[src/hdl/occ_pkg.sv]
// Shared types, constants and the microprogram of the osculating circle block.
package occ_pkg;

    localparam int COORD_W   = 32;
    localparam int LABEL_W   = 16;
    localparam int TOL_W     = 16;
    localparam int DIFF_W    = COORD_W + 1;
    localparam int WIDE_W    = 6 * COORD_W + 16;
    localparam int NUM_VEC   = 12;
    localparam int NUM_REGS  = 25;
    localparam int RA_W      = 5;
    localparam int PC_W      = 7;
    localparam int PROG_LEN  = 79;
    localparam int TOL_RESET = 1;

    typedef logic [RA_W-1:0] t_ra;

    // register file map; the first NUM_VEC entries plus the tolerance are loaded per task
    localparam t_ra R_D1X = 5'd0;
    localparam t_ra R_D1Y = 5'd1;
    localparam t_ra R_D1Z = 5'd2;
    localparam t_ra R_D2X = 5'd3;
    localparam t_ra R_D2Y = 5'd4;
    localparam t_ra R_D2Z = 5'd5;
    localparam t_ra R_EX  = 5'd6;
    localparam t_ra R_EY  = 5'd7;
    localparam t_ra R_EZ  = 5'd8;
    localparam t_ra R_SX  = 5'd9;
    localparam t_ra R_SY  = 5'd10;
    localparam t_ra R_SZ  = 5'd11;
    localparam t_ra R_TOL = 5'd12;
    localparam t_ra R_DD1 = 5'd13;
    localparam t_ra R_DD2 = 5'd14;
    localparam t_ra R_EE  = 5'd15;
    localparam t_ra R_P12 = 5'd16;
    localparam t_ra R_S   = 5'd17;
    localparam t_ra R_CS  = 5'd18;
    localparam t_ra R_T   = 5'd19;
    localparam t_ra R_T2  = 5'd20;
    localparam t_ra R_CCX = 5'd21;
    localparam t_ra R_CCY = 5'd22;
    localparam t_ra R_CCZ = 5'd23;
    localparam t_ra R_C2  = 5'd24;

    // result field selectors for OP_OUT
    localparam t_ra F_CX  = 5'd0;
    localparam t_ra F_CY  = 5'd1;
    localparam t_ra F_CZ  = 5'd2;
    localparam t_ra F_RAD = 5'd3;

    typedef enum logic [3:0] {
        OP_MUL, OP_ADD, OP_SUB, OP_DIV, OP_SQRT, OP_CHKZ, OP_CHKGE, OP_OUT, OP_END
    } t_op;

    typedef enum logic [2:0] {
        S_IDLE, S_LOAD, S_FETCH, S_SETUP, S_RUN, S_WB, S_EMIT
    } t_bstate;

    typedef struct packed {
        t_op op;
        t_ra dst;
        t_ra a;
        t_ra b;
    } t_uop;

    typedef struct packed {
        logic signed [COORD_W-1:0] point_x;
        logic signed [COORD_W-1:0] point_y;
        logic signed [COORD_W-1:0] point_z;
        logic                      line_start;
    } t_in_word;

    typedef struct packed {
        logic signed [COORD_W-1:0] center_x;
        logic signed [COORD_W-1:0] center_y;
        logic signed [COORD_W-1:0] center_z;
        logic        [COORD_W-1:0] circle_radius;
        logic        [LABEL_W-1:0] line_label;
    } t_out_word;

    typedef struct packed {
        logic [NUM_VEC-1:0][DIFF_W-1:0] vec;
        logic [TOL_W-1:0]               tol;
        logic [LABEL_W-1:0]             label;
    } t_task;

    function automatic t_uop mk(input t_op op, input t_ra d, input t_ra a, input t_ra b);
        return t_uop'{op, d, a, b};
    endfunction

    function automatic t_uop prog(input logic [PC_W-1:0] pc);
        t_uop u;
        u = mk(OP_END, R_T, R_T, R_T);
        case (pc)
            7'd0:  u = mk(OP_MUL,   R_T,   R_D1X, R_D1X);
            7'd1:  u = mk(OP_MUL,   R_T2,  R_D1Y, R_D1Y);
            7'd2:  u = mk(OP_ADD,   R_DD1, R_T,   R_T2);
            7'd3:  u = mk(OP_MUL,   R_T,   R_D1Z, R_D1Z);
            7'd4:  u = mk(OP_ADD,   R_DD1, R_DD1, R_T);
            7'd5:  u = mk(OP_CHKZ,  R_T,   R_DD1, R_T);
            7'd6:  u = mk(OP_MUL,   R_T,   R_D2X, R_D2X);
            7'd7:  u = mk(OP_MUL,   R_T2,  R_D2Y, R_D2Y);
            7'd8:  u = mk(OP_ADD,   R_DD2, R_T,   R_T2);
            7'd9:  u = mk(OP_MUL,   R_T,   R_D2Z, R_D2Z);
            7'd10: u = mk(OP_ADD,   R_DD2, R_DD2, R_T);
            7'd11: u = mk(OP_MUL,   R_T,   R_EX,  R_EX);
            7'd12: u = mk(OP_MUL,   R_T2,  R_EY,  R_EY);
            7'd13: u = mk(OP_ADD,   R_EE,  R_T,   R_T2);
            7'd14: u = mk(OP_MUL,   R_T,   R_EZ,  R_EZ);
            7'd15: u = mk(OP_ADD,   R_EE,  R_EE,  R_T);
            7'd16: u = mk(OP_MUL,   R_T,   R_D1X, R_D2X);
            7'd17: u = mk(OP_MUL,   R_T2,  R_D1Y, R_D2Y);
            7'd18: u = mk(OP_ADD,   R_P12, R_T,   R_T2);
            7'd19: u = mk(OP_MUL,   R_T,   R_D1Z, R_D2Z);
            7'd20: u = mk(OP_ADD,   R_P12, R_P12, R_T);
            7'd21: u = mk(OP_MUL,   R_T,   R_D2X, R_EX);
            7'd22: u = mk(OP_MUL,   R_T2,  R_D2Y, R_EY);
            7'd23: u = mk(OP_ADD,   R_S,   R_T,   R_T2);
            7'd24: u = mk(OP_MUL,   R_T,   R_D2Z, R_EZ);
            7'd25: u = mk(OP_ADD,   R_S,   R_S,   R_T);
            7'd26: u = mk(OP_MUL,   R_T,   R_D1Y, R_D2Z);
            7'd27: u = mk(OP_MUL,   R_T2,  R_D1Z, R_D2Y);
            7'd28: u = mk(OP_SUB,   R_CCX, R_T,   R_T2);
            7'd29: u = mk(OP_MUL,   R_T,   R_D1Z, R_D2X);
            7'd30: u = mk(OP_MUL,   R_T2,  R_D1X, R_D2Z);
            7'd31: u = mk(OP_SUB,   R_CCY, R_T,   R_T2);
            7'd32: u = mk(OP_MUL,   R_T,   R_D1X, R_D2Y);
            7'd33: u = mk(OP_MUL,   R_T2,  R_D1Y, R_D2X);
            7'd34: u = mk(OP_SUB,   R_CCZ, R_T,   R_T2);
            7'd35: u = mk(OP_MUL,   R_CS,  R_CCX, R_CCX);
            7'd36: u = mk(OP_MUL,   R_T,   R_CCY, R_CCY);
            7'd37: u = mk(OP_ADD,   R_CS,  R_CS,  R_T);
            7'd38: u = mk(OP_MUL,   R_T,   R_CCZ, R_CCZ);
            7'd39: u = mk(OP_ADD,   R_CS,  R_CS,  R_T);
            7'd40: u = mk(OP_CHKZ,  R_T,   R_CS,  R_T);
            7'd41: u = mk(OP_MUL,   R_T,   R_TOL, R_TOL);
            7'd42: u = mk(OP_MUL,   R_T,   R_T,   R_DD1);
            7'd43: u = mk(OP_CHKGE, R_T,   R_CS,  R_T);
            7'd44: u = mk(OP_ADD,   R_C2,  R_CS,  R_CS);
            7'd45: u = mk(OP_MUL,   R_T,   R_DD1, R_D2X);
            7'd46: u = mk(OP_MUL,   R_T2,  R_P12, R_D1X);
            7'd47: u = mk(OP_SUB,   R_T,   R_T,   R_T2);
            7'd48: u = mk(OP_MUL,   R_T,   R_S,   R_T);
            7'd49: u = mk(OP_MUL,   R_T2,  R_SX,  R_CS);
            7'd50: u = mk(OP_ADD,   R_T,   R_T,   R_T2);
            7'd51: u = mk(OP_ADD,   R_T,   R_T,   R_CS);
            7'd52: u = mk(OP_DIV,   R_T,   R_T,   R_C2);
            7'd53: u = mk(OP_OUT,   F_CX,  R_T,   R_T);
            7'd54: u = mk(OP_MUL,   R_T,   R_DD1, R_D2Y);
            7'd55: u = mk(OP_MUL,   R_T2,  R_P12, R_D1Y);
            7'd56: u = mk(OP_SUB,   R_T,   R_T,   R_T2);
            7'd57: u = mk(OP_MUL,   R_T,   R_S,   R_T);
            7'd58: u = mk(OP_MUL,   R_T2,  R_SY,  R_CS);
            7'd59: u = mk(OP_ADD,   R_T,   R_T,   R_T2);
            7'd60: u = mk(OP_ADD,   R_T,   R_T,   R_CS);
            7'd61: u = mk(OP_DIV,   R_T,   R_T,   R_C2);
            7'd62: u = mk(OP_OUT,   F_CY,  R_T,   R_T);
            7'd63: u = mk(OP_MUL,   R_T,   R_DD1, R_D2Z);
            7'd64: u = mk(OP_MUL,   R_T2,  R_P12, R_D1Z);
            7'd65: u = mk(OP_SUB,   R_T,   R_T,   R_T2);
            7'd66: u = mk(OP_MUL,   R_T,   R_S,   R_T);
            7'd67: u = mk(OP_MUL,   R_T2,  R_SZ,  R_CS);
            7'd68: u = mk(OP_ADD,   R_T,   R_T,   R_T2);
            7'd69: u = mk(OP_ADD,   R_T,   R_T,   R_CS);
            7'd70: u = mk(OP_DIV,   R_T,   R_T,   R_C2);
            7'd71: u = mk(OP_OUT,   F_CZ,  R_T,   R_T);
            7'd72: u = mk(OP_MUL,   R_T,   R_DD1, R_DD2);
            7'd73: u = mk(OP_MUL,   R_T,   R_T,   R_EE);
            7'd74: u = mk(OP_ADD,   R_T2,  R_C2,  R_C2);
            7'd75: u = mk(OP_DIV,   R_T,   R_T,   R_T2);
            7'd76: u = mk(OP_SQRT,  R_T,   R_T,   R_T);
            7'd77: u = mk(OP_OUT,   F_RAD, R_T,   R_T);
            default: u = mk(OP_END, R_T,   R_T,   R_T);
        endcase
        return u;
    endfunction

endpackage

[src/hdl/occ_front.sv]
// Front end: point history, line counting, tolerance register and task build.
module occ_front (
    input  logic                       i_clk,
    input  logic                       i_rst_n,
    input  logic                       i_valid,
    output logic                       o_ready,
    input  occ_pkg::t_in_word          i_word,
    input  logic                       i_cfg_we,
    input  logic [occ_pkg::TOL_W-1:0]  i_cfg_wdata,
    input  logic                       i_full,
    output logic                       o_push,
    output occ_pkg::t_task             o_task
);

    localparam int W  = occ_pkg::COORD_W;
    localparam int DW = occ_pkg::DIFF_W;
    localparam logic [1:0] PTS_FULL = 2'd2;

    logic [occ_pkg::TOL_W-1:0]   r_tol;
    logic [occ_pkg::LABEL_W-1:0] r_label, n_label;
    logic [1:0]                  r_count, n_count, cnt_eff;
    logic [2:0][W-1:0]           r_old, r_new, cur;
    logic                        accept;

    assign o_ready = !i_full;
    assign accept  = i_valid && !i_full;
    assign cur[0]  = i_word.point_x;
    assign cur[1]  = i_word.point_y;
    assign cur[2]  = i_word.point_z;

    always_comb begin
        cnt_eff = i_word.line_start ? 2'd0 : r_count;
        n_label = i_word.line_start ? r_label + 1'b1 : r_label;
        n_count = (cnt_eff == PTS_FULL) ? PTS_FULL : cnt_eff + 2'd1;
        o_push  = accept && (cnt_eff == PTS_FULL);
    end

    always_comb begin
        o_task.tol   = r_tol;
        o_task.label = n_label;
        o_task.vec   = '0;
        for (int j = 0; j < 3; j++) begin
            o_task.vec[occ_pkg::R_D1X + j] = DW'({r_new[j][W-1], r_new[j]}
                                               - {r_old[j][W-1], r_old[j]});
            o_task.vec[occ_pkg::R_D2X + j] = DW'({cur[j][W-1], cur[j]}
                                               - {r_new[j][W-1], r_new[j]});
            o_task.vec[occ_pkg::R_EX + j]  = DW'({cur[j][W-1], cur[j]}
                                               - {r_old[j][W-1], r_old[j]});
            o_task.vec[occ_pkg::R_SX + j]  = DW'({r_old[j][W-1], r_old[j]}
                                               + {r_new[j][W-1], r_new[j]});
        end
    end

    always_ff @(posedge i_clk) begin
        if (!i_rst_n) begin
            r_tol   <= occ_pkg::TOL_W'(occ_pkg::TOL_RESET);
            r_label <= '1;
            r_count <= '0;
        end else begin
            if (i_cfg_we) begin
                r_tol <= i_cfg_wdata;
            end
            if (accept) begin
                r_label <= n_label;
                r_count <= n_count;
            end
        end
    end

    always_ff @(posedge i_clk) begin
        if (accept) begin
            r_old <= r_new;
            r_new <= cur;
        end
    end

endmodule

[config.mk]
export PLATFORM = sky130hd
export DESIGN_NAME = occ_front
export DESIGN_NICKNAME = d
export VERILOG_FILES = /design/src/hdl/occ_pkg.sv /design/src/hdl/occ_front.sv
export SDC_FILE = /design/constraint.sdc
export NUM_CORES = 1
export LEC_CHECK = 0
export ABC_AREA = 1
export BUFFER_PORTS_ARGS = -buffer_cell sky130_fd_sc_hd__buf_2
export CAP_MARGIN = 10
export CORE_UTILIZATION = 35
export CTS_CLUSTER_DIAMETER = 80
export DETAILED_ROUTE_END_ITERATION = 12
export HOLD_SLACK_MARGIN = 0.15
export PLACE_DENSITY_LB_ADDON = 0.08
export RECOVER_POWER = 100
export SLEW_MARGIN = 20
export SYNTH_ARGS = -nofsm -noshare
export SYNTH_HDL_FRONTEND = slang
export SYNTH_SLANG_ARGS = --single-unit
export TNS_END_PERCENT = 100
[constraint.sdc]
create_clock -name i_clk -period 4.63 [get_ports i_clk]
set_input_delay 0.2315 -clock i_clk [delete_from_list [all_inputs] [get_ports i_clk]]
set_output_delay 0.2315 -clock i_clk [all_outputs]
set_load 0.1 [all_outputs]
Word-level counts from Yosys, hierarchy flattened
Cells that the tools add are included.
{"block": "op_classes", "n_addsub": 14, "n_eq_ne": 1, "muxes": 3, "reduce_logical": 3}
{"cell": "32-bit by 32-bit subtractor with 33-bit output", "n": 9}
{"cell": "32-bit by 32-bit adder with 33-bit output", "n": 3}
{"cell": "16-bit by 1-bit adder with 16-bit output, second input constant", "n": 1}
{"cell": "16-bit two-way mux", "n": 1}
{"cell": "2-bit two-way mux", "n": 2}
{"cell": "2-bit by 1-bit adder with 2-bit output, second input constant", "n": 1}
{"cell": "2-bit equality test, second input constant", "n": 1}
{"cell": "1-bit logical AND", "n": 2}
{"cell": "1-bit logical NOT", "n": 1}
{"block": "word_totals", "ff_bits": 226, "in_bits": 118, "output_inout_bits": 430, "elab_cells": 30}

Longest topological paths before layout
Gate-level depths: netlist of run 1.
{"block": "depth", "depth_word": 3, "depth_mapped": 14, "mapped_depth_nobuf": 13}

Least setup slack after synthesis of run 1
No wires, ideal clock.
{"block": "synth_timing", "path_kind": "in2reg", "startpoint": "input i_full", "endpoint": "register r_new[0] (netlist name) (enable)", "setup_time_ns": 0.470, "t_arrival_ns": 3.541, "required_ns": 4.160, "setup_slack_ns": 0.619, "stages": 4, "n_path_buf": 1, "cell_sequence": "inv_1 -> nand2_1 -> clkinv_1 -> buf_2"}
{"block": "synth_via", "elab_chain_len": 2}
{"item": "start: declaration", "line": "occ_front.sv:10", "source": "input logic i_full,"}
{"item": "1-bit logical NOT", "line": "occ_front.sv:26", "source": "assign accept = i_valid && !i_full;"}
{"item": "1-bit logical AND", "line": "occ_front.sv:26"}
{"item": "net accept", "line": "occ_front.sv:23", "source": "logic accept;"}
{"item": "end signal: assignment", "line": "occ_front.sv:73", "source": "r_new <= cur;"}
{"item": "end: declaration", "line": "occ_front.sv:22", "source": "logic [2:0][W-1:0] r_old, r_new, cur;"}
The timed path passes the listed nets, and every way through them passes these cells.
A chain may end at the register's enable or synchronous reset.

==> reports/summary.txt, run 1 <==
===============================================================================================
Pin count of the biggest net entering global routing                                         87
Worst slew pin tran                                                                     2.27 ns
Post-synthesis async set-or-reset flop share                                                  0
Maximum clock rate                                                                    0.250 GHz
Count of nets after finishing                                                              7746
Type of the worst min-delay path                                                   input pin to flip-flop
Detailed Route WL                                                                        151 mm
Final global-route overflow total                                                             0
Power density normalized to cell area                                               346 nW/um^2
Sequential share of the synthesized area                                                  0.172
Final weighted congestion in routability-driven placement                                 0.965
Power share of the combinational group                                                    0.661
Drt first-iter violations                                                                  2589
Sort of element at the start of the critical path                                     flip-flop
Fraction of power consumed by the clock network                                           0.173
TritonCTS clock tree                                                                      built
Result of the run                                                                  complete, but fails checks
Effective utilization at floorplan                                                        0.355
Vias after detailed routing                                                               40500
Synthesized cell area                                                               37600 sq um
Count of pins on the block boundary                                                         548
Number of failing hold endpoints at the final stage                                           0
Share of the clock period used by the worst path after layout                             0.864
Final non-filler cell area                                                          43000 sq um
Number of cells on the worst reg-to-reg path                                                 10
Slowest cell on crit path                                                          sky130_fd_sc_hd__clkbuf_1
Count of port buffers added during placement                                                547
Number of antenna violations at the first check in global routing                             4
Worst-Skew Late Latency                                                                 0.61 ns
CTS sink cnt                                                                                226
Number of nets with antenna violations after detailed routing                                 0
RSZ-0062 raised after global routing                                                         no
Leading cell type in the layout, fill and taps excluded                            sky130_fd_sc_hd__nand2_1
Root buffer selected by CTS                                                        sky130_fd_sc_hd__clkbuf_16
Post-synth EDFFs                                                                            192
Net Switching                                                                           9.45 mW
Synthesis Warnings                                                                            0
DRC violation count after routing                                                             0
Nature of the critical path endpoint                                                 output pin
DIE HEIGHT                                                                          330 microns
Primary flip-flop cell chosen by synthesis mapping                                 sky130_fd_sc_hd__edfxtp_1
Summed negative setup slack over all endpoints                                             0 ns
Area growth from synthesis to layout                                                      14.4%
Worst hold slack                                                                       0.353 ns
Relative contribution of sequential cells to total power                                  0.166
Final Skew                                                                            0.0175 ns
Count of placed standard cells in the final layout, fillers left out                       8647
Sink of the worst hold path                                                        r_new[64]$_DFFE_PP_
Endpoint required time on the critical path                                             4.40 ns
Post-route total power                                                                  14.9 mW
LEAKAGE                                                                                 25.3 nW
Count of maximum capacitance violations                                                       2
Die span in x                                                                       330 microns
Htree depth                                                                                   1
Internal Power                                                                          5.40 mW
Number of distinct standard cells referenced by the synthesized netlist                      40
Die Footprint                                                                      109000 sq um
Post-route minimum period                                                               4.00 ns
Net switching share of the total power                                                    0.636
Worst reg2reg path startpoint                                                      r_label[0]$_SDFFE_PN1P_
Total instance count after detailed placement                                              8457
Vias in the first global route                                                            38700
Proportion of layout cells with a drive suffix above 1                                   0.0379
First-pass GRT wire length                                                               221 mm
Max transition margin                                                                    -0.515
FF-to-FF End                                                                       r_label[12]$_SDFFE_PN1P_
Worst Min Path Start                                                                  i_word[1]
Layout filler cell count                                                                  12300
Detail-routed net length per standard cell                                         17.4 microns
Synthesized area divided by synthesized cell count                                   5.68 sq um
All-Layer GR Usage                                                                        0.268
Final HPWL from detailed placement                                                       131 mm
Worst hold path cell count                                                                    2
Number of buffers on the longest clock path                                                   3
Cell Rows                                                                                   119
Cts bufs inserted                                                                            30
Count of mapped cells out of synthesis                                                     6616
WP data arrival                                                                         3.77 ns
Pins over their slew limit                                                                  157
Post-cts resize count                                                                         0
Clock input transition at the sequential cells of the worst setup and hold paths        0.06 ns
Final setup violation count                                                                   0
Detail-routed via count per cell                                                           4.68
Total core area                                                                    106000 sq um
CP max stage delay                                                                      0.89 ns
Violations in the final reports                                                    max-capacitance violations, max-slew violations
Largest voltage drop on the vdd net                                                    0.398 mV
Number of nets produced by synthesis                                                       7133
Critical-path cell list                                                            ha_1, fa_1, nor2_1, o21ai_0, nand2_1, nand2_1, nand2_1, nand2_1, nand2_1, nand2_1, nand2_1, clkbuf_1
Top library cells by usage in the layout, fill and taps aside                      2611 x sky130_fd_sc_hd__nand2_1, 1512 x sky130_fd_sc_hd__inv_1, 546 x sky130_fd_sc_hd__nor2_1
Post-synthesis sequential element count                                                     226
Type of the worst setup path                                                       flip-flop to output pin
Worst reg2reg setup slack                                                               3.04 ns
Total iterations of the first detailed-routing run                                            7
Critical path's most frequent cell                                                 sky130_fd_sc_hd__nand2_1
Worst-path fanout max                                                                         3
Instance area after placement                                                       41200 sq um
===============================================================================================
## worst max-delay path: cells and delay by family, from the launching register on
family,cells,cell delay [ns]
and+or+nand+nor,8,1.01
buffers and inverters,1,0.89
adders and majority gates,2,0.73
DFF,1,0.42
AOI/OAI and AO/OA,1,0.10
## per-layer routing
layer,GRT usage,up-vias,part of all wire
met1,0.342,18200,0.45
met4,0.0999,2,0.041
li1,-,21100,-
met5,0,-,0.000086
met2,0.462,1033,0.46
met3,0.0313,212,0.049
## power groups by stage
stage	Combinational [mW]	Sequential, mW	Clock, mW
3_3_place_gp	9.89	2.49	0
2_1_floorplan	7.87	2.52	0
4_1_cts	9.99	2.46	2.66
3_5_place_dp	9.87	2.50	0
6_report	9.82	2.46	2.57
5_1_grt	10.3	2.48	2.72
## cell type report
cell class,count,area [sq um],area share
Tap cell,1391,1740,0.0405
Multi-Input combinational cell,4756,24500,0.570
Clock inverter,14,208,0.00484
Antenna cell,3,7.51,0.000175
Inverter,1535,5770,0.134
Clock buffer,42,890,0.0207
Sequential cell,226,6450,0.150
Timing Repair Buffer,680,3410,0.0793
## synth_stat cells, types with 48 or more instances
cell	count	area, sq um
sky130_fd_sc_hd__inv_1	1511	5670
sky130_fd_sc_hd__buf_6	48	541
sky130_fd_sc_hd__o21ai_0	49	245
sky130_fd_sc_hd__ha_1	387	4840
sky130_fd_sc_hd__nor2_1	546	2050
sky130_fd_sc_hd__nand2_1	2611	9800
sky130_fd_sc_hd__o21bai_1	55	413
sky130_fd_sc_hd__nor2_2	56	350
sky130_fd_sc_hd__xor2_1	178	1560
sky130_fd_sc_hd__nand3_1	328	1640
sky130_fd_sc_hd__a21oi_1	263	1320
sky130_fd_sc_hd__edfxtp_1	192	5770
## how the worst max path moves through the flow
stage | from | endpoint | slack, ns
after floorplan | i_full | r_new[0]$_DFFE_PP_ | 0.62
after global placement | r_new[88]$_DFFE_PP_ | o_task[124] | 1.74
after detailed placement | r_old[0]$_DFFE_PP_ | o_task[262] | 1.74
after CTS | r_old[0]$_DFFE_PP_ | o_task[262] | 1.06
after global routing | i_word[34] | o_task[192] | 0.47
final | r_old[0]$_DFFE_PP_ | o_task[262] | 0.63
## stage by stage
stage / worst slack (ns) / util
2_1_floorplan: 0.619 / -
3_3_place_gp: 1.74 / 0.389
3_5_place_dp: 1.74 / 0.389
4_1_cts: 1.06 / 0.412
5_1_grt: 0.472 / 0.406
6_report: 0.629 / 0.406
## registers in the layout (all words and copies together) (netlist names)
| signal | count |
|---|---|
| r_count | 2 |
| r_new | 96 |
| r_label | 16 |
| r_tol | 16 |
| r_old | 96 |
## repair_timing
item | 4_1_cts | 5_1_grt
hold endpoints to repair | 119 | 0
hold buffers | 131 | 0
buffers inserted | 0 | 0
## cell families after synthesis
kind of cell | Yosys count | share of synthesized area
flip-flops | 226 | 0.172
XOR/XNOR | 207 | 0.0485
AND/OR/NAND/NOR | 3766 | 0.412
adder cells (fa/ha/maj) | 399 | 0.135
AO/OA/AOI/OAI | 384 | 0.0562
buffers and inverters | 1634 | 0.176
Note: power is estimated with default switching activity, not from simulation.
==> inputs of run 2 (changes only) <==
Settings changed: CORE_ASPECT_RATIO from default to 0.5, MAX_ROUTING_LAYER from default to met4.
Clock period 4.63 ns to 5 ns, I/O delays scaled along.
==> reports/summary.txt, run 2 (same netlist as run 1, synthesis figures left out) <==
===============================================================================================
Vias in the first global route                                                            39200
Sort of element at the start of the critical path                                     flip-flop
Pin count of the biggest net entering global routing                                         82
Final setup violation count                                                                   0
All-Layer GR Usage                                                                        0.263
Die span in x                                                                       465 microns
Final Skew                                                                            0.0146 ns
Final weighted congestion in routability-driven placement                                 0.965
Number of antenna violations at the first check in global routing                             1
Cell Rows                                                                                    84
Summed negative setup slack over all endpoints                                             0 ns
Final global-route overflow total                                                             0
Violations in the final reports                                                    max-capacitance violations, max-slew violations
Drt first-iter violations                                                                  1931
End-of-flow core utilization                                                              0.405
Count of pins on the block boundary                                                         548
Top library cells by usage in the layout, fill and taps aside                      2611 x sky130_fd_sc_hd__nand2_1, 1511 x sky130_fd_sc_hd__inv_1, 546 x sky130_fd_sc_hd__nor2_1
Post-route total power                                                                  13.4 mW
Detail-routed via count per cell                                                           4.57
Number of buffers on the longest clock path                                                   3
Count of maximum capacitance violations                                                       3
Type of the worst setup path                                                       flip-flop to output pin
Worst Min Path Start                                                                  i_word[1]
Final HPWL from detailed placement                                                       124 mm
Post-route minimum period                                                               4.07 ns
Nature of the critical path endpoint                                                 output pin
Area growth from synthesis to layout                                                      14.1%
Largest regs                                                                       r_new (96), r_old (96)
Worst-path fanout max                                                                         4
Capture point of the worst path                                                     o_task[143]
Largest voltage drop on the vdd net                                                    0.303 mV
Number of cells on the worst reg-to-reg path                                                 10
Max transition margin                                                                    -0.424
Result of the run                                                                  complete, but fails checks
Setup slack at placement                                                                1.93 ns
Root buffer selected by CTS                                                        sky130_fd_sc_hd__clkbuf_16
LEAKAGE                                                                                 25.3 nW
DIE HEIGHT                                                                          234 microns
Count of nets after finishing                                                              7749
Total core area                                                                    106000 sq um
FF-to-FF End                                                                       r_label[14]$_SDFFE_PN1P_
Type of the worst min-delay path                                                   input pin to flip-flop
Total instance count after detailed placement                                              8487
Number of buffers inserted for hold repair after clock tree synthesis                       132
Number of nets with antenna violations after detailed routing                                 0
Least setup slack across all paths after layout                                        0.935 ns
Htree depth                                                                                   1
Detail-routed net length per standard cell                                         16.5 microns
Maximum clock rate                                                                    0.246 GHz
Diode insertion count for antenna repair                                                      0
Count of placed standard cells in the final layout, fillers left out                       8674
Post-CTS setup buffer count                                                                   0
Worst hold slack                                                                       0.360 ns
Worst slew pin tran                                                                     2.14 ns
TritonCTS clock tree                                                                      built
Clock input transition at the sequential cells of the worst setup and hold paths        0.07 ns
Post-cts resize count                                                                         0
Endpoint required time on the critical path                                             4.75 ns
Die Footprint                                                                      109000 sq um
Vias after detailed routing                                                               39700
Worst reg2reg setup slack                                                               3.33 ns
Leading cell type in the layout, fill and taps excluded                            sky130_fd_sc_hd__nand2_1
Proportion of layout cells with a drive suffix above 1                                   0.0367
WP data arrival                                                                         3.82 ns
Cts bufs inserted                                                                            30
Count of port buffers added during placement                                                547
Worst reg2reg path startpoint                                                      r_label[0]$_SDFFE_PN1P_
Power density normalized to cell area                                               313 nW/um^2
RSZ-0062 raised after global routing                                                         no
Instance area after placement                                                       41300 sq um
Total iterations of the first detailed-routing run                                            6
Detailed Route WL                                                                        143 mm
Share of the clock period used by the worst path after layout                             0.813
DRC violation count after routing                                                             0
Number of failing hold endpoints at the final stage                                           0
Worst hold path cell count                                                                    2
First-pass GRT wire length                                                               214 mm
Effective utilization at floorplan                                                        0.355
Launch point of the worst path                                                     r_new[0]$_DFFE_PP_
Pins over their slew limit                                                                  156
CTS sink cnt                                                                                226
Layout filler cell count                                                                  12300
Final non-filler cell area                                                          42800 sq um
Worst-Skew Late Latency                                                                 0.61 ns
===============================================================================================
## run 2: power breakdown
part,internal [mW],switching [mW]
Clock,1.21,0.953
Sequential,2.17,0.107
Combinational,1.41,7.58
Total,4.79,8.63
## run 2: worst min path at each step
stage	end
after floorplan	r_new[0]$_DFFE_PP_
after global placement	r_new[32]$_DFFE_PP_
after detailed placement	r_tol[0]$_SDFFE_PN1P_
after CTS	r_label[7]$_SDFFE_PN1P_
after global routing	r_new[0]$_DFFE_PP_
final	r_new[64]$_DFFE_PP_
## run 2: layout make-up
cell class | count | area (sq um) | share of cell area
Clock buffer | 35 | 769 | 0.0180
Clock inverter | 20 | 176 | 0.00412
Inverter | 1535 | 5770 | 0.135
Multi-Input combinational cell | 4756 | 24500 | 0.572
Sequential cell | 226 | 6450 | 0.150
Tap cell | 1419 | 1780 | 0.0414
Timing Repair Buffer | 683 | 3420 | 0.0797
## run 2: routing by layer
| layer | part of all wire | GRT usage | up-vias | routed length, microns |
|---|---|---|---|---|
| li1 | - | - | 21100 | - |
| met1 | 0.41 | 0.284 | 17600 | 58400 |
| met2 | 0.52 | 0.499 | 741 | 73700 |
| met3 | 0.028 | 0.0178 | 259 | 3990 |
| met4 | 0.048 | 0.108 | 0 | 6820 |
| met5 | 0 | - | - | 0 |
## run 2: worst max-delay path, stage by stage, from the launching register on
cell,delay (ns)
sky130_fd_sc_hd__edfxtp_1,0.45
sky130_fd_sc_hd__ha_1,0.26
sky130_fd_sc_hd__fa_1,0.45
sky130_fd_sc_hd__nor2_1,0.16
sky130_fd_sc_hd__o21ai_0,0.10
sky130_fd_sc_hd__nand2_1,0.15
sky130_fd_sc_hd__nand2_1,0.07
sky130_fd_sc_hd__nand2_1,0.20
sky130_fd_sc_hd__xor2_1,0.41
sky130_fd_sc_hd__clkbuf_1,0.94
