`config.mk`:
```
export PLATFORM = sky130hd
export DESIGN_NAME = occ_queue
export DESIGN_NICKNAME = d
export VERILOG_FILES = /design/src/hdl/occ_pkg.sv /design/src/hdl/occ_queue.sv
export SDC_FILE = /design/constraint.sdc
export NUM_CORES = 1
export LEC_CHECK = 0
export ABC_CLOCK_PERIOD_IN_PS = 27400
export BUFFER_PORTS_ARGS = -buffer_cell sky130_fd_sc_hd__buf_4
export CAP_MARGIN = 20
export CORE_AREA = 2 2 340 342
export CTS_CLUSTER_DIAMETER = 120
export DETAILED_ROUTE_END_ITERATION = 10
export DIE_AREA = 0 0 342 344
export SLEW_MARGIN = 15
export SYNTH_ARGS = -nofsm -noshare
export SYNTH_HDL_FRONTEND = slang
export SYNTH_SLANG_ARGS = --single-unit
export TNS_END_PERCENT = 10
```
`constraint.sdc`:
```
create_clock -name i_clk -period 27.4 [get_ports i_clk]
set_input_delay 4.11 -clock i_clk [delete_from_list [all_inputs] [get_ports i_clk]]
set_output_delay 4.11 -clock i_clk [all_outputs]
set_load 0.01 [all_outputs]
```
`src/hdl/occ_pkg.sv`:
```
// Shared types, constants and the microprogram of the osculating circle block.
package occ_pkg;

    localparam int COORD_W   = 32;
    localparam int LABEL_W   = 16;
    localparam int TOL_W     = 16;
    localparam int DIFF_W    = COORD_W + 1;
    localparam int WIDE_W    = 6 * COORD_W + 16;
    localparam int NUM_VEC   = 12;
    localparam int NUM_REGS  = 25;
    localparam int RA_W      = 5;
    localparam int PC_W      = 7;
    localparam int PROG_LEN  = 79;
    localparam int TOL_RESET = 1;

    typedef logic [RA_W-1:0] t_ra;

    // register file map; the first NUM_VEC entries plus the tolerance are loaded per task
    localparam t_ra R_D1X = 5'd0;
    localparam t_ra R_D1Y = 5'd1;
    localparam t_ra R_D1Z = 5'd2;
    localparam t_ra R_D2X = 5'd3;
    localparam t_ra R_D2Y = 5'd4;
    localparam t_ra R_D2Z = 5'd5;
    localparam t_ra R_EX  = 5'd6;
    localparam t_ra R_EY  = 5'd7;
    localparam t_ra R_EZ  = 5'd8;
    localparam t_ra R_SX  = 5'd9;
    localparam t_ra R_SY  = 5'd10;
    localparam t_ra R_SZ  = 5'd11;
    localparam t_ra R_TOL = 5'd12;
    localparam t_ra R_DD1 = 5'd13;
    localparam t_ra R_DD2 = 5'd14;
    localparam t_ra R_EE  = 5'd15;
    localparam t_ra R_P12 = 5'd16;
    localparam t_ra R_S   = 5'd17;
    localparam t_ra R_CS  = 5'd18;
    localparam t_ra R_T   = 5'd19;
    localparam t_ra R_T2  = 5'd20;
    localparam t_ra R_CCX = 5'd21;
    localparam t_ra R_CCY = 5'd22;
    localparam t_ra R_CCZ = 5'd23;
    localparam t_ra R_C2  = 5'd24;

    // result field selectors for OP_OUT
    localparam t_ra F_CX  = 5'd0;
    localparam t_ra F_CY  = 5'd1;
    localparam t_ra F_CZ  = 5'd2;
    localparam t_ra F_RAD = 5'd3;

    typedef enum logic [3:0] {
        OP_MUL, OP_ADD, OP_SUB, OP_DIV, OP_SQRT, OP_CHKZ, OP_CHKGE, OP_OUT, OP_END
    } t_op;

    typedef enum logic [2:0] {
        S_IDLE, S_LOAD, S_FETCH, S_SETUP, S_RUN, S_WB, S_EMIT
    } t_bstate;

    typedef struct packed {
        t_op op;
        t_ra dst;
        t_ra a;
        t_ra b;
    } t_uop;

    typedef struct packed {
        logic signed [COORD_W-1:0] point_x;
        logic signed [COORD_W-1:0] point_y;
        logic signed [COORD_W-1:0] point_z;
        logic                      line_start;
    } t_in_word;

    typedef struct packed {
        logic signed [COORD_W-1:0] center_x;
        logic signed [COORD_W-1:0] center_y;
        logic signed [COORD_W-1:0] center_z;
        logic        [COORD_W-1:0] circle_radius;
        logic        [LABEL_W-1:0] line_label;
    } t_out_word;

    typedef struct packed {
        logic [NUM_VEC-1:0][DIFF_W-1:0] vec;
        logic [TOL_W-1:0]               tol;
        logic [LABEL_W-1:0]             label;
    } t_task;

    function automatic t_uop mk(input t_op op, input t_ra d, input t_ra a, input t_ra b);
        return t_uop'{op, d, a, b};
    endfunction

    function automatic t_uop prog(input logic [PC_W-1:0] pc);
        t_uop u;
        u = mk(OP_END, R_T, R_T, R_T);
        case (pc)
            7'd0:  u = mk(OP_MUL,   R_T,   R_D1X, R_D1X);
            7'd1:  u = mk(OP_MUL,   R_T2,  R_D1Y, R_D1Y);
            7'd2:  u = mk(OP_ADD,   R_DD1, R_T,   R_T2);
            7'd3:  u = mk(OP_MUL,   R_T,   R_D1Z, R_D1Z);
            7'd4:  u = mk(OP_ADD,   R_DD1, R_DD1, R_T);
            7'd5:  u = mk(OP_CHKZ,  R_T,   R_DD1, R_T);
            7'd6:  u = mk(OP_MUL,   R_T,   R_D2X, R_D2X);
            7'd7:  u = mk(OP_MUL,   R_T2,  R_D2Y, R_D2Y);
            7'd8:  u = mk(OP_ADD,   R_DD2, R_T,   R_T2);
            7'd9:  u = mk(OP_MUL,   R_T,   R_D2Z, R_D2Z);
            7'd10: u = mk(OP_ADD,   R_DD2, R_DD2, R_T);
            7'd11: u = mk(OP_MUL,   R_T,   R_EX,  R_EX);
            7'd12: u = mk(OP_MUL,   R_T2,  R_EY,  R_EY);
            7'd13: u = mk(OP_ADD,   R_EE,  R_T,   R_T2);
            7'd14: u = mk(OP_MUL,   R_T,   R_EZ,  R_EZ);
            7'd15: u = mk(OP_ADD,   R_EE,  R_EE,  R_T);
            7'd16: u = mk(OP_MUL,   R_T,   R_D1X, R_D2X);
            7'd17: u = mk(OP_MUL,   R_T2,  R_D1Y, R_D2Y);
            7'd18: u = mk(OP_ADD,   R_P12, R_T,   R_T2);
            7'd19: u = mk(OP_MUL,   R_T,   R_D1Z, R_D2Z);
            7'd20: u = mk(OP_ADD,   R_P12, R_P12, R_T);
            7'd21: u = mk(OP_MUL,   R_T,   R_D2X, R_EX);
            7'd22: u = mk(OP_MUL,   R_T2,  R_D2Y, R_EY);
            7'd23: u = mk(OP_ADD,   R_S,   R_T,   R_T2);
            7'd24: u = mk(OP_MUL,   R_T,   R_D2Z, R_EZ);
            7'd25: u = mk(OP_ADD,   R_S,   R_S,   R_T);
            7'd26: u = mk(OP_MUL,   R_T,   R_D1Y, R_D2Z);
            7'd27: u = mk(OP_MUL,   R_T2,  R_D1Z, R_D2Y);
            7'd28: u = mk(OP_SUB,   R_CCX, R_T,   R_T2);
            7'd29: u = mk(OP_MUL,   R_T,   R_D1Z, R_D2X);
            7'd30: u = mk(OP_MUL,   R_T2,  R_D1X, R_D2Z);
            7'd31: u = mk(OP_SUB,   R_CCY, R_T,   R_T2);
            7'd32: u = mk(OP_MUL,   R_T,   R_D1X, R_D2Y);
            7'd33: u = mk(OP_MUL,   R_T2,  R_D1Y, R_D2X);
            7'd34: u = mk(OP_SUB,   R_CCZ, R_T,   R_T2);
            7'd35: u = mk(OP_MUL,   R_CS,  R_CCX, R_CCX);
            7'd36: u = mk(OP_MUL,   R_T,   R_CCY, R_CCY);
            7'd37: u = mk(OP_ADD,   R_CS,  R_CS,  R_T);
            7'd38: u = mk(OP_MUL,   R_T,   R_CCZ, R_CCZ);
            7'd39: u = mk(OP_ADD,   R_CS,  R_CS,  R_T);
            7'd40: u = mk(OP_CHKZ,  R_T,   R_CS,  R_T);
            7'd41: u = mk(OP_MUL,   R_T,   R_TOL, R_TOL);
            7'd42: u = mk(OP_MUL,   R_T,   R_T,   R_DD1);
            7'd43: u = mk(OP_CHKGE, R_T,   R_CS,  R_T);
            7'd44: u = mk(OP_ADD,   R_C2,  R_CS,  R_CS);
            7'd45: u = mk(OP_MUL,   R_T,   R_DD1, R_D2X);
            7'd46: u = mk(OP_MUL,   R_T2,  R_P12, R_D1X);
            7'd47: u = mk(OP_SUB,   R_T,   R_T,   R_T2);
            7'd48: u = mk(OP_MUL,   R_T,   R_S,   R_T);
            7'd49: u = mk(OP_MUL,   R_T2,  R_SX,  R_CS);
            7'd50: u = mk(OP_ADD,   R_T,   R_T,   R_T2);
            7'd51: u = mk(OP_ADD,   R_T,   R_T,   R_CS);
            7'd52: u = mk(OP_DIV,   R_T,   R_T,   R_C2);
            7'd53: u = mk(OP_OUT,   F_CX,  R_T,   R_T);
            7'd54: u = mk(OP_MUL,   R_T,   R_DD1, R_D2Y);
            7'd55: u = mk(OP_MUL,   R_T2,  R_P12, R_D1Y);
            7'd56: u = mk(OP_SUB,   R_T,   R_T,   R_T2);
            7'd57: u = mk(OP_MUL,   R_T,   R_S,   R_T);
            7'd58: u = mk(OP_MUL,   R_T2,  R_SY,  R_CS);
            7'd59: u = mk(OP_ADD,   R_T,   R_T,   R_T2);
            7'd60: u = mk(OP_ADD,   R_T,   R_T,   R_CS);
            7'd61: u = mk(OP_DIV,   R_T,   R_T,   R_C2);
            7'd62: u = mk(OP_OUT,   F_CY,  R_T,   R_T);
            7'd63: u = mk(OP_MUL,   R_T,   R_DD1, R_D2Z);
            7'd64: u = mk(OP_MUL,   R_T2,  R_P12, R_D1Z);
            7'd65: u = mk(OP_SUB,   R_T,   R_T,   R_T2);
            7'd66: u = mk(OP_MUL,   R_T,   R_S,   R_T);
            7'd67: u = mk(OP_MUL,   R_T2,  R_SZ,  R_CS);
            7'd68: u = mk(OP_ADD,   R_T,   R_T,   R_T2);
            7'd69: u = mk(OP_ADD,   R_T,   R_T,   R_CS);
            7'd70: u = mk(OP_DIV,   R_T,   R_T,   R_C2);
            7'd71: u = mk(OP_OUT,   F_CZ,  R_T,   R_T);
            7'd72: u = mk(OP_MUL,   R_T,   R_DD1, R_DD2);
            7'd73: u = mk(OP_MUL,   R_T,   R_T,   R_EE);
            7'd74: u = mk(OP_ADD,   R_T2,  R_C2,  R_C2);
            7'd75: u = mk(OP_DIV,   R_T,   R_T,   R_T2);
            7'd76: u = mk(OP_SQRT,  R_T,   R_T,   R_T);
            7'd77: u = mk(OP_OUT,   F_RAD, R_T,   R_T);
            default: u = mk(OP_END, R_T,   R_T,   R_T);
        endcase
        return u;
    endfunction

endpackage

```
`src/hdl/occ_queue.sv`:
```
// Task queue between front and back ends.
module occ_queue #(
    parameter int DEPTH = 2
) (
    input  logic           i_clk,
    input  logic           i_rst_n,
    input  logic           i_push,
    input  occ_pkg::t_task i_task,
    output logic           o_full,
    output logic           o_task_valid,
    output occ_pkg::t_task o_task,
    input  logic           i_pop
);

    localparam int PTR_W = (DEPTH > 1) ? $clog2(DEPTH) : 1;
    localparam int CNT_W = $clog2(DEPTH + 1);

    occ_pkg::t_task   r_mem [DEPTH];
    logic [PTR_W-1:0] r_wp, r_rp;
    logic [CNT_W-1:0] r_cnt;
    logic             do_push, do_pop;

    assign o_full       = (r_cnt == CNT_W'(DEPTH));
    assign o_task_valid = (r_cnt != '0);
    assign o_task       = r_mem[r_rp];
    assign do_push      = i_push && !o_full;
    assign do_pop       = i_pop && o_task_valid;

    always_ff @(posedge i_clk) begin
        if (!i_rst_n) begin
            r_wp  <= '0;
            r_rp  <= '0;
            r_cnt <= '0;
        end else begin
            if (do_push) begin
                r_wp <= (r_wp == PTR_W'(DEPTH - 1)) ? '0 : r_wp + 1'b1;
            end
            if (do_pop) begin
                r_rp <= (r_rp == PTR_W'(DEPTH - 1)) ? '0 : r_rp + 1'b1;
            end
            if (do_push && !do_pop) begin
                r_cnt <= r_cnt + 1'b1;
            end else if (do_pop && !do_push) begin
                r_cnt <= r_cnt - 1'b1;
            end
        end
    end

    always_ff @(posedge i_clk) begin
        if (do_push) begin
            r_mem[r_wp] <= i_task;
        end
    end

endmodule

```
# Yosys cells after proc, flatten, opt, wreduce, memory -nomap -nowiden
# Memories as Yosys holds them, arrays and structs flattened. A register that Yosys moved wholly into a read port is not among the register bits.
# Index checks and enable logic that the tools add are counted.
totals:
  ram_bits: 856
  mem_count: 1
  elab_cells: 26
  output_inout_bits: 430
  regBits: 4
  in_bits: 432
op_classes:
  reduce_logical: 9
  eq_ne: 1
  add_sub_neg: 4
  n_mux: 8
mem_list:
  columns: ["name", "depth", "word_bits", "rd", "rd_ports_with_merged_regs", "wr", "line", "source"]
  rows:
  - ["r_mem", 2, 428, 1, 1, 1, "occ_queue.sv:18", "occ_pkg::t_task r_mem [DEPTH];"]
ops:
  columns: ["cell", "n"]
  rows:
  - ["$mux W1", 6]
  - ["$logic_and A1 B1 Y1", 4]
  - ["$mux W2", 2]
  - ["$reduce_bool A2 Y1", 2]
  - ["$logic_not A1 Y1", 3]
  - ["$add A1 B1 Y1 const B", 2]
  - ["$add A2 B1 Y2 const B", 1]
  - ["$eq A2 B2 Y1 const B", 1]
  - ["$sub A2 B1 Y2 const B", 1]

# Longest topological paths before layout
# Gate-level depths: netlist of the first run.
logic_depth:
  word_depth: 7
  ltp_mapped: 7

# Worst setup path after synthesis of the first run
# Ideal clock, no wire load.
synth_path:
  path_kind: "input to register"
  startpoint: "in i_push"
  endpoint: "reg r_wp"
  path_slack_ns: 5.638
  arrival_ns: 21.628
  n_path_buf: 0
  stages: 3
  cell_sequence: "inv_1 nor3_2 o21a_1"
synth_via:
  elab_chain_len: 1
synth_rtl:
  columns: ["item", "line", "source"]
  rows:
  - ["from (decl)", "occ_queue.sv:7", "input logic i_push,"]
  - ["$logic_and A1 B1 Y1", "occ_queue.sv:26", "assign do_push = i_push && !o_full;"]
  - ["to (signal assigned)", "occ_queue.sv:36", "r_wp <= (r_wp == PTR_W'(DEPTH - 1)) ? '0 : r_wp + 1'b1;"]
  - ["to (decl)", "occ_queue.sv:19", "logic [PTR_W-1:0] r_wp, r_rp;"]
# Every way passes these cells.
# A chain may end at the register's enable or synchronous reset.

==> metrics list, run 1 <==
- The run finished with clean final reports.
- Summed over all instances, the cell type with the most area after synthesis is sky130_fd_sc_hd__edfxtp_1.
- Across the whole layout, storage elements account for 0.0258 mm2.
- The tightest min-delay check is of the reg -> reg type.
- Layout overhead on the synthesized area: 31.6%
- Layout cell share with drive strength beyond 1: 60.9%
- In the routed design, unresolved DRC markers number 0.
* Number of sinks handled by clock tree synthesis: 861
- Worst path slowest cell: sky130_fd_sc_hd__buf_4
- Floorplan die width: 342 um
* Worst rel slew slack: under 10%
- Global routing used a little over an eighth of the available tracks.
- The analysis attributes to cell leakage a power of approximately 17 nW.
- WP data arrival: 4.67 ns
* Overall die area: 0.118 mm2
- Dividing the final minimum period by the clock period gives between 30% and 40%.
- Number of standard-cell rows in the floorplan: 124
- Final #Nets: 2713
- Setup repair after global routing left no endpoint under its margin.
* Grt total ovfl: 0
- Clock tree synthesis selected as its root buffer the cell sky130_fd_sc_hd__clkbuf_16.
- CP peak stage delay: 0.89 ns
- Summing every instance area after synthesis gives 0.0332 mm2.
- Routability Congestion: 0.881
- Instance count along the most critical hold path: 2
- In the layout the commonest cells are sky130_fd_sc_hd__buf_4 (871), sky130_fd_sc_hd__edfxtp_1 (856), sky130_fd_sc_hd__mux2_4 (410), sky130_fd_sc_hd__clkbuf_16 (94), sky130_fd_sc_hd__clkbuf_1 (23).
* CTS Buf Count: 94
- In this run the vertical extent of the chip is 344 um.
* Final setup vio count: 0
- Drt total wl: 82800 um
* End point of the worst hold path: r_cnt[1]$_SDFFE_PN0P_
- Max Root-Sink Buffers: 3
- Pin slew with the least headroom to its limit: 1.36 ns
- Pins Over Slew Limit: 0
- Non-Filler Instances: 3874
* Total power per unit cell area: around 93 mW/mm2
- Placeable core region: 0.114 mm2
* CP required: 23.29 ns
- The signal on the critical path passes through buf_4 > buf_4 > buf_12 > mux2_4 > buf_4.
* Peak VDD IR: 0.0616 mV
- The number of placed instances, taps included, is 3696.
- Setup total negative slack: 0 ns
- Vias in the first global route: 17500
- Measured against the total synthesized area, the mux share comes to roughly a fifth.
- CP max FO: about 120
- After detailed placement, the total cell area comes to 0.0408 mm2.
- Total of cells resized after clock tree synthesis: 0
* Port Buffer Count: around 860
- Area taken by multi-input logic gates: 0.00650 mm2
- The HPWL after detailed placement is 59700 um.
- Number of DRC markers in iteration 0: 834
* Number of cells on the critical path: 5
- Type of element launching the critical path: register
- The first global-routing pass estimated 115000 um of wire.
- Number of maximum-capacitance violations: 0
* Final design instance area without fill: 0.0437 mm2
- Once the floorplan was initialized, standard cells occupied 29.2% of the core.
* Io pins: 862
* Achievable Freq: about 0.11 GHz
* Xor and xnor area share after synthesis: 0.0791%
- The critical path in this run is classified as reg -> out.
* Total buffers and inverters traversed by the critical path: 4
- Post-synthesis share of cell area spent on full adders, half adders and majority gates: 0.0377%
- Summing the areas of all compound-gate instances in the mapped netlist gives 0.0979% of the synthesized area.
- In the synthesized netlist, the number of instances is 1357.
- Postcts setup bufs: 0
- The synthesized design devotes to its leading area cell type 77.4% of total area.
- In this run the register-to-register setup slack is between 20 and 25 ns.
- The Yosys step of the flow raised 0 warnings.
- Most repeated library cell on the critical path: sky130_fd_sc_hd__buf_4
* Area fraction in and, or, nand and nor cells after synthesis: 0.173%
- Routed WL per cell: ~21 um
- CTS H-Tree Depth: 3
- Hold Buf Count CTS: 0
- The number of antenna violations at the first check in global routing was 12.
- After detailed routing, the number of vias per cell comes to 4.18.
- After clock tree synthesis, the clock-pin slew on the worst setup and hold paths is ~0.050 ns.
- Hold violation count in the final report: 0
* Area contributors post-synth: sky130_fd_sc_hd__edfxtp_1 (77%), sky130_fd_sc_hd__mux2_4 (19%), sky130_fd_sc_hd__buf_12 (2.7%), sky130_fd_sc_hd__mux2_2 (0.61%), sky130_fd_sc_hd__dfxtp_1 (0.30%)
* Total via count in the routed design: around 16000
* Flip-flop and latch count after synthesis: 861
- Maximum number of pins on one net before global-route repair: 168
- Each instance of the synthesized netlist takes up on average 24.5 um2.
- Critical Path Sink Type: output pin
* Post-Synthesis Net Count: 1790
* Start point of the worst min-delay path: r_cnt[1]$_SDFFE_PN0P_
* Post-layout minimum cycle time: 8.78 ns
- Max Clock Skew: ~0.018 ns
- The library cell used most frequently in the layout, excluding fill and tap cells, is sky130_fd_sc_hd__buf_4.
* Antenna Nets Post-Route: 0
* Clock tree from TritonCTS: yes
* Capture point of the worst reg-to-reg path: r_mem[1][111]$_DFFE_PP_
- The worst register-to-register path has a depth of 4.
- In this run, distinct cell masters in the synthesized netlist total 22.
* RR Startpoint: r_cnt[0]$_SDFFE_PN0P_
- On the critical path the largest part of the delay comes from buffers and inverters.
- The layout has 10400 filler cells.
- Combinational family with the most area after synthesis: multiplexers
- The first detailed-routing pass took 5 iterations.
* Sequential share of the synthesized area: 77.7%
- The clock reaches the later pin of the worst-skew pair after between 0.6 and 0.7 ns.
==> metal layers <==
layer  track usage, %  routed length [um]  share of wire [%]
met1             12.8               27600                 33
met2             24.7               44600                 54
met3             5.06                7240                8.7
met4             6.06                3310                4.0
met5                0                  27              0.033
==> synthesized netlist by cell type, drive strengths merged <==
cell / n
and3: 1
xor2: 1
buf: 48
o21a: 1
and2: 3
nor3: 1
nor2: 1
inv: 2
nand2b: 1
or2: 1
a21boi: 2
o21ai: 2
mux2: 428
ha: 1
dfxtp: 5
xnor2: 2
edfxtp: 856
or3: 1
==> worst reg2reg max path, cell delays in order (launching register included) <==
cell	delay, ns
sky130_fd_sc_hd__dfxtp_1	0.40
sky130_fd_sc_hd__nand2b_1	0.17
sky130_fd_sc_hd__and3_4	0.83
sky130_fd_sc_hd__buf_12	0.73
sky130_fd_sc_hd__buf_4	1.15
==> through the flow <==
step / hold slack (ns) / util [%] / power (W) / setup slack (ns)
global route: 0.582 / 38.4 / 0.00424 / 18.42
CTS: 0.531 / 38.4 / 0.00413 / 18.59
finish: 0.526 / 38.4 / 0.00408 / 18.62
detailed placement: 0.523 / 35.8 / 0.00294 / 19.32
floorplan: 0.479 / - / 0.00260 / 5.64
global placement: 0.494 / 35.8 / 0.00293 / 19.42
==> state kept, by name (all words and copies together), names as in the netlist, named ones only <==
| name | count |
|---|---|
| r_mem | 856 |
| r_cnt | 2 |
| r_wp | 1 |
| r_rp | 1 |
==> worst max path at each step <==
stage             start                 to  slack, ns
6_report       register         o_task[20]      18.62
5_1_grt        register          o_task[4]      18.42
4_1_cts        register          o_task[4]      18.59
3_5_place_dp   register          o_task[4]      19.32
3_3_place_gp   register        o_task[180]      19.42
2_1_floorplan    i_push  r_wp$_SDFFE_PN0N_       5.64
==> kinds of logic after synthesis <==
logic type | count (synthesis)
DFF | 861
adders and majority gates | 1
xor gates and xnor gates | 3
AOI/OAI and AO/OA | 5
muxes | 428
buffers and inverters | 50
and+or+nand+nor | 9
==> layout make-up <==
| cell class | count | share of cell area, % |
|---|---|---|
| well taps | 1512 | 4.33 |
| clock inverters | 54 | 1.01 |
| flip-flops and latches | 861 | 59.0 |
| diodes | 7 | 0.0401 |
| multi-input cells | 446 | 14.9 |
| repair buffers | 875 | 15.1 |
| clock buffers | 117 | 5.58 |
| inverters | 2 | 0.0172 |
==> report_power, final <==
| part | internal, W | switching [W] |
|---|---|---|
| registers | 0.00166 | 0.0000624 |
| clock network | 0.000680 | 0.000494 |
| logic | 0.000640 | 0.000540 |
No activity file was read; power rests on OpenSTA's default activity.
==> run 2: changes to the inputs <==
--- a/config.mk
+++ b/config.mk
@@ -5,13 +5,13 @@
 export SDC_FILE = /design/constraint.sdc
 export NUM_CORES = 1
 export LEC_CHECK = 0
-export ABC_CLOCK_PERIOD_IN_PS = 27400
+export ABC_CLOCK_PERIOD_IN_PS = 7400
 export BUFFER_PORTS_ARGS = -buffer_cell sky130_fd_sc_hd__buf_4
 export CAP_MARGIN = 20
-export CORE_AREA = 2 2 340 342
+export CORE_AREA = 2 2 337 339
 export CTS_CLUSTER_DIAMETER = 120
 export DETAILED_ROUTE_END_ITERATION = 10
-export DIE_AREA = 0 0 342 344
+export DIE_AREA = 0 0 339 341
 export SLEW_MARGIN = 15
 export SYNTH_ARGS = -nofsm -noshare
 export SYNTH_HDL_FRONTEND = slang
==> constraint.sdc (replaced) <==
create_clock -name i_clk -period 7.4 [get_ports i_clk]
set_input_delay 1.11 -clock i_clk [delete_from_list [all_inputs] [get_ports i_clk]]
set_output_delay 1.11 -clock i_clk [all_outputs]
set_load 0.01 [all_outputs]
==> run 2 against run 1 <==
  * Flip-flop and latch count unchanged
  * Clock skew is 0.0041 ns lower
  * Cell area grew 0.23%
  * First-iteration DRC count increased by 8.2%
  * Highest routed layer unchanged
  * Combinational power increased to 3.7 times the previous value
==> metrics list, run 2 (synthesis gave the netlist of run 1 again) <==
- The run finished with clean final reports.
- The number of antenna violations at the first check in global routing was 8 (-4).
* Worst path slowest cell: sky130_fd_sc_hd__dfxtp_4
- The die outline area is 0.116 mm2 (-1.7%).
- Area after DPL: 0.0409 mm2 (+0.29%)
* Final #Nets: 2715 (+0.074%)
* Root cell of the clock tree: sky130_fd_sc_hd__clkbuf_16
- Worst hold path class: reg -> reg
* Number of standard-cell rows in the floorplan: 123 (-0.81%)
* Leak: 16.8 nW (+0.27%)
* Instance count along the most critical hold path: 2 (unchanged)
- The cell depth of the worst setup path is 4 (-1).
- Clk_lat worst skew: 0.64 ns (about the same)
- The longest individual stage delay on the worst path was 0.98 ns (+0.09 ns).
* WP data arrival: 3.19 ns (-1.48 ns)
- CP Class: reg -> out
* Most frequent cells in the layout: sky130_fd_sc_hd__buf_4 (871), sky130_fd_sc_hd__edfxtp_1 (856), sky130_fd_sc_hd__mux2_4 (410), sky130_fd_sc_hd__clkbuf_16 (93), sky130_fd_sc_hd__clkinv_1 (28)
- Type of element launching the critical path: register
* Worst rel slew slack: 17.1% (+7.6 points)
- CP required: 6.29 ns (-17.00 ns)
- DRC violation count after routing: 0 (unchanged)
- The weighted congestion reported at the end of routability-driven placement came to 0.835 (-5.2%).
- Maximum number of pins on one net before global-route repair: 158 (-6.0%)
- The post-route total power is 0.0151 W (+270%).
- Peak VDD IR: 0.223 mV (+260%)
- Number of DRC markers in iteration 0: 902 (+8.2%)
- Floorplan die width: 339 um (-0.88%)
* Hold violation count in the final report: 0 (unchanged)
- Placeable core region: 0.112 mm2 (-1.8%)
- Routed WL per cell: 20.4 um (-4.5%)
- The number of buffers on the longest clock path was 3 (unchanged).
- The H-tree depth reported by CTS came to 3 (unchanged).
- The clock-pin slew reported for the worst setup and hold paths after clock tree synthesis came to 0.06 ns (about the same).
- The total iterations of the first detailed-routing run was 4 (-1).
- The worst setup path is captured at an output pin.
- The share of cells above drive strength 1 came to 60.8% (-0.12 points).
- Antenna Nets Post-Route: 0 (unchanged)
- Most repeated library cell on the critical path: sky130_fd_sc_hd__buf_12
* Largest register FFs: 856 (unchanged)
* CTS Buf Count: 90 (-4.3%)
- The clock net sink count was 861 (unchanged).
- Postcts setup bufs: 0 (unchanged)
* Largest delay share family, worst path: flip-flops
- Tot GR Track Use: 12.9% (-0.34 points)
- The post-layout utilization of the core is 39.2% (+0.78 points).
- Layout overhead on the synthesized area: 31.9%
- Of the available clock period, the critical path in the final layout requires 58.1%.
* Setup total negative slack: 0 ns (unchanged)
- The boundary pin count is 862 (unchanged).
* Cell-by-cell trace of the critical path: buf_12 > buf_12 > mux2_4 > buf_4
- Vias in the first global route: 17400 (-0.53%)
- Clock tree from TritonCTS: yes
- The final design area excluding fillers was 0.0438 mm2 (+0.23%).
- Placed wire-length estimate: 55700 um (-6.6%)
* Initial Utilization: 29.7% (+0.52 points)
* CP max FO: 80 (-34%)
* First-pass GRT wire length: 111000 um (-3.0%)
* Total buffers and inverters traversed by the critical path: 3 (-1)
- For this run, the top clock speed supported by timing is between 0.2 and 0.25 GHz.
* Start point of the worst min-delay path: r_cnt[1]$_SDFFE_PN0P_
- The count of instances resized after the clock tree is built came to 0 (unchanged).
- The number of buffers added to fix hold violations after cts is 0 (unchanged).
- The final number of max-transition violations was 0 (unchanged).
* Register name with the most flops: r_mem
- Setup repair after global routing left no endpoint under its margin.
* Commonest non-fill, non-tap cell in the layout: sky130_fd_sc_hd__buf_4
- The wire length reported by the detailed router came to 78800 um (-4.8%).
- Post-layout minimum cycle time: 4.30 ns
- WHS: 0.544 ns (+0.0178 ns)
- Port Buffer Count: 861 (unchanged)
- The per-cell via count in the routed design was 4.17 (-0.28%).
* RR Startpoint: r_cnt[0]$_SDFFE_PN0P_
- Total via count in the routed design: 16100 (-0.57%)
* Final setup vio count: 0 (unchanged)
- The length in cells of the worst reg-to-reg path is 5 (+1).
- The maximum clock skew at final layout came to 0.0138 ns (-0.00412 ns).
- The leftover overflow at the end of global routing was 0 (unchanged).
- The largest registers in the layout are r_mem x856, r_cnt x2.
- Number of maximum-capacitance violations: 0 (unchanged)
* Pin slew with the least headroom to its limit: 1.24 ns (-0.114 ns)
* Total power per unit cell area: 345 mW/mm2 (+270%)
- Vertical die dimension: 341 um (-0.87%)
run 2: report_power, final:
part	total, W	switching [W]	internal [W]
clock network	0.00436	0.00181	0.00255
registers	0.00636	0.000216	0.00614
logic	0.00439	0.00201	0.00238
total	0.0151	0.00404	0.0111
run 2: metal layers:
metal	vias to the layer above	part of all wire, %	global-route usage (%)
met5	-	0.046	0
met4	6	3.5	5.44
met3	151	9.1	5.35
met2	630	53	23.4
met1	8042	34	12.9
li1	7287	-	-
run 2: per-stage QoR:
step / cells / worst slack [ns]
after floorplan: 1357 / -4.33
after global placement: 3690 / 3.74
after detailed placement: 3690 / 3.66
after CTS: 3858 / 2.92
after global routing: 3862 / 2.91
final: 3863 / 3.10
run 2: path summary, 6_finish.rpt:
kind	to	slack (ns)
setup reg to reg	r_mem[0][374]$_DFFE_PP_	4.34
hold / removal	r_cnt[1]$_SDFFE_PN0P_	0.54
setup / recovery	o_task[174]	3.10
hold reg to reg	r_cnt[1]$_SDFFE_PN0P_	0.54
run 2: layout make-up:
class                   count  area [um2]
diodes                      5        12.5
clock buffers             113        2400
clock inverters            55         468
fillers                 10100       68100
inverters                   2        20.0
multi-input cells         446        6500
flip-flops and latches    861       25800
well taps                1500        1880
repair buffers            881        6740
run 2: worst min-delay path: cells and delay by family (launching register included):
| kind | cells | cell delay (ns) |
|---|---|---|
| flops | 1 | 0.34 |
| compound gates | 2 | 0.15 |
==> run 3: changes to the inputs <==
--- a/config.mk
+++ b/config.mk
@@ -5,13 +5,13 @@
 export SDC_FILE = /design/constraint.sdc
 export NUM_CORES = 1
 export LEC_CHECK = 0
-export ABC_CLOCK_PERIOD_IN_PS = 7400
+export ABC_CLOCK_PERIOD_IN_PS = 4500
 export BUFFER_PORTS_ARGS = -buffer_cell sky130_fd_sc_hd__buf_4
 export CAP_MARGIN = 20
-export CORE_AREA = 2 2 337 339
+export CORE_AREA = 2 2 340 342
 export CTS_CLUSTER_DIAMETER = 120
 export DETAILED_ROUTE_END_ITERATION = 10
-export DIE_AREA = 0 0 339 341
+export DIE_AREA = 0 0 342 344
 export SLEW_MARGIN = 15
 export SYNTH_ARGS = -nofsm -noshare
 export SYNTH_HDL_FRONTEND = slang
==> constraint.sdc (replaced) <==
create_clock -name i_clk -period 4.5 [get_ports i_clk]
set_input_delay 0.675 -clock i_clk [delete_from_list [all_inputs] [get_ports i_clk]]
set_output_delay 0.675 -clock i_clk [all_outputs]
set_load 0.01 [all_outputs]
==> run 3 against run 2 <==
  * Power grew 65%
  * Wire length shrank 1.3%
  * Critical endpoint is now o_task[86]
  * Clock skew grew 0.0058 ns
  * Cell count grew 1.2%
  * Utilization shrank 0.40 points
==> metrics list, run 3 (synthesis gave the netlist of run 1 again) <==
- Initial Utilization: 29.2% (-0.52 points)
- The met2 routing resource usage after global routing came to 21.9% (-1.5 points).
- The sequential cell area is 0.0258 mm2 (unchanged).
* Layout cell share with drive strength beyond 1: 61.3% (+0.52 points)
- The number of antenna violations at the first check in global routing came to 8 (unchanged).
* Setup repair after global routing missed its margin: no
- Period utilization: around three quarters
- Total buffers and inverters traversed by the critical path: 2 (-1)
- Register name with the most flops: r_mem
- Post-layout minimum cycle time: 3.35 ns
- Vertical die dimension: 344 um (+0.88%)
- The number of setup violations in the final report is 0 (unchanged).
- Pins Over Slew Limit: 0 (unchanged)
* Total via count in the routed design: 16300 (+0.89%)
* CP max FO: 40 (-50%)
* Total power per unit cell area: 565 mW/mm2 (+64%)
- The data arrival at the endpoint of the critical path came to 2.68 ns (-0.51 ns).
- Placeable core region: 0.114 mm2 (+1.8%)
- The length in cells of the worst reg-to-reg path came to 5 (unchanged).
* Overall die area: 0.118 mm2 (+1.8%)
- RR Startpoint: r_cnt[0]$_SDFFE_PN0P_
- WHS: 0.200 ns (-0.344 ns)
- Commonest non-fill, non-tap cell in the layout: sky130_fd_sc_hd__buf_4
* Met3 GRT Util: 5.20% (-0.16 points)
* Number of standard-cell rows in the floorplan: 124 (+0.81%)
- Worst R2R Setup Slack: 2.08 ns (-2.26 ns)
* Layout overhead on the synthesized area: 32.9%
* Final #Nets: 2753 (+1.4%)
* Placed wire-length estimate: 56000 um (+0.40%)
- Clock tree from TritonCTS: yes
* Max Clock Skew: 0.0195 ns (+0.00577 ns)
- The post-CTS repair timing setup buffer count is 0 (unchanged).
- The relative slew slack is 32.3% (+15 points).
- Max Root-Sink Buffers: 3 (unchanged)
- The total CTS buffers came to 94 (+4.4%).
* Maximum number of pins on one net before global-route repair: 134 (-15%)
- Type of element launching the critical path: register
* Biggest registers after layout: r_mem x856, r_cnt x2
* Io pins: 862 (unchanged)
- Run status: complete, no violations
- The leftover overflow at the end of global routing was 0 (unchanged).
* Layout fillers: 10400 (+3.3%)
- Floorplan die width: 342 um (+0.88%)
* CP required: 3.83 ns (-2.46 ns)
- The critical path ends at o_task[86].
- The overall track demand over capacity in global routing was 12.4% (-0.48 points).
* Port Buffer Count: 861 (unchanged)
- The longest individual stage delay on the worst path came to 0.92 ns (-0.06 ns).
* Hold violation count in the final report: 0 (unchanged)
- DRC violation count after routing: 0 (unchanged)
- The worst setup path is captured at an output pin.
- CTS H-Tree Depth: 3 (unchanged)
- Area after DPL: 0.0412 mm2 (+0.69%)
- The global-route wire length before repair came to 109000 um (-1.7%).
- Achievable Freq: 0.298 GHz
- The number of maximum-capacitance constraint violations came to 0 (unchanged).
- Worst hold path class: in -> reg
* Routed WL per cell: 19.9 um (-2.5%)
* Most frequent cells in the layout: sky130_fd_sc_hd__buf_4 (904), sky130_fd_sc_hd__edfxtp_1 (856), sky130_fd_sc_hd__mux2_4 (410), sky130_fd_sc_hd__clkbuf_16 (95), sky130_fd_sc_hd__clkinv_1 (35)
* Global-route track usage on met1: 13.1% (+0.20 points)
- Traced cell by cell, the critical path runs through buf_4 > mux2_4 > buf_4.
- Clk_lat worst skew: 0.65 ns (about the same)
* Total of cells resized after clock tree synthesis: 0 (unchanged)
* Number of DRC markers in iteration 0: 771 (-15%)
- Routability Congestion: 0.838 (+0.34%)
- The number of antenna-violating nets in the routed design came to 0 (unchanged).
- Root cell of the clock tree: sky130_fd_sc_hd__clkbuf_16
- The total iterations of the first detailed-routing run came to 4 (unchanged).
- The clock net sink count was 861 (unchanged).
- Worst path slowest cell: sky130_fd_sc_hd__dfxtp_4
- Leak: 17.0 nW (+1.2%)
- Among the stages of the critical path, the cell type that occurs most often is sky130_fd_sc_hd__buf_4.
- Capture point of the worst reg-to-reg path: r_mem[0][231]$_DFFE_PP_
- The area used by multi-input combinational logic was 0.00650 mm2 (unchanged).
* Vias in the first global route: 17400 (+0.22%)
- The number of buffers added to fix hold violations after cts was 0 (unchanged).
- The critical path is of the reg -> out type.
- Pin slew with the least headroom to its limit: 1.02 ns (-0.229 ns)
- The cell depth of the worst setup path was 3 (-1).
- The flip-flop count of the largest register, all copies and words added is 856 (unchanged).
- Peak VDD IR: 0.364 mV (+63%)
* Final design instance area without fill: 0.0442 mm2 (+0.75%)
- The wire length reported by the detailed router is 77800 um (-1.3%).
- Clk slew on worst S/H paths: 0.06 ns (about the same)
* Detailed-route vias per instance: 4.16 (-0.29%)
* Largest delay share family, worst path: flip-flops
- met2 is the most crowded layer.
[run 3: cell count changes in the layout (fill, tap and decap cells not counted), sizes merged]
cell,previous run,this run
buf,881,915
clkinv,41,49
clkbuf,113,110
diode,5,2
bufinv,7,5
[run 3: cell type report]
type | count | area share, %
diodes | 2 | 0.0113
clock buffers | 110 | 5.51
clock inverters | 61 | 1.11
inverters | 2 | 0.0453
multi-input cells | 446 | 14.7
flip-flops and latches | 861 | 58.5
well taps | 1512 | 4.28
repair buffers | 915 | 15.9
[run 3: stage by stage]
step,utilization [%],power (W),setup slack [ns],cells,setup TNS [ns]
after floorplan,-,0.0156,-6.80,1357,-5817.52
after global placement,36.2,0.0179,1.78,3736,0
after detailed placement,36.2,0.0180,1.72,3736,0
after CTS,38.8,0.0254,0.980,3907,0
after global routing,38.8,0.0260,0.962,3909,0
final,38.8,0.0250,1.15,3909,0
[run 3: power by group]
group	internal (W)	switching (W)	leakage, nW
Sequential	0.0101	0.000333	8.04
Combinational	0.00397	0.00333	7.52
Clock	0.00416	0.00307	1.42
[run 3: worst register-to-register path: stages, from the launching register on]
cell	delay, ns
sky130_fd_sc_hd__dfxtp_1	0.42
sky130_fd_sc_hd__nand2b_1	0.18
sky130_fd_sc_hd__inv_1	0.11
sky130_fd_sc_hd__nor3_4	0.25
sky130_fd_sc_hd__buf_12	0.28
sky130_fd_sc_hd__buf_12	0.43
[run 3: per-layer routing]
| layer | part of all wire [%] | up-vias |
|---|---|---|
| met3 | 10 | 129 |
| met1 | 35 | 8117 |
| met2 | 52 | 643 |
| met4 | 2.8 | 12 |
| li1 | - | 7359 |
| met5 | 0.11 | - |
[run 3: worst min path at each step]
stage          cells past startpoint                  start                 endpoint
6_report                           1            i_task[424]  r_mem[1][424]$_DFFE_PP_
5_1_grt                            1            i_task[298]  r_mem[1][298]$_DFFE_PP_
4_1_cts                            1              i_task[1]    r_mem[1][1]$_DFFE_PP_
3_5_place_dp                       2  r_cnt[1]$_SDFFE_PN0P_    r_cnt[1]$_SDFFE_PN0P_
3_3_place_gp                       2  r_cnt[1]$_SDFFE_PN0P_    r_cnt[1]$_SDFFE_PN0P_
2_1_floorplan                      2  r_cnt[1]$_SDFFE_PN0P_    r_cnt[1]$_SDFFE_PN0P_
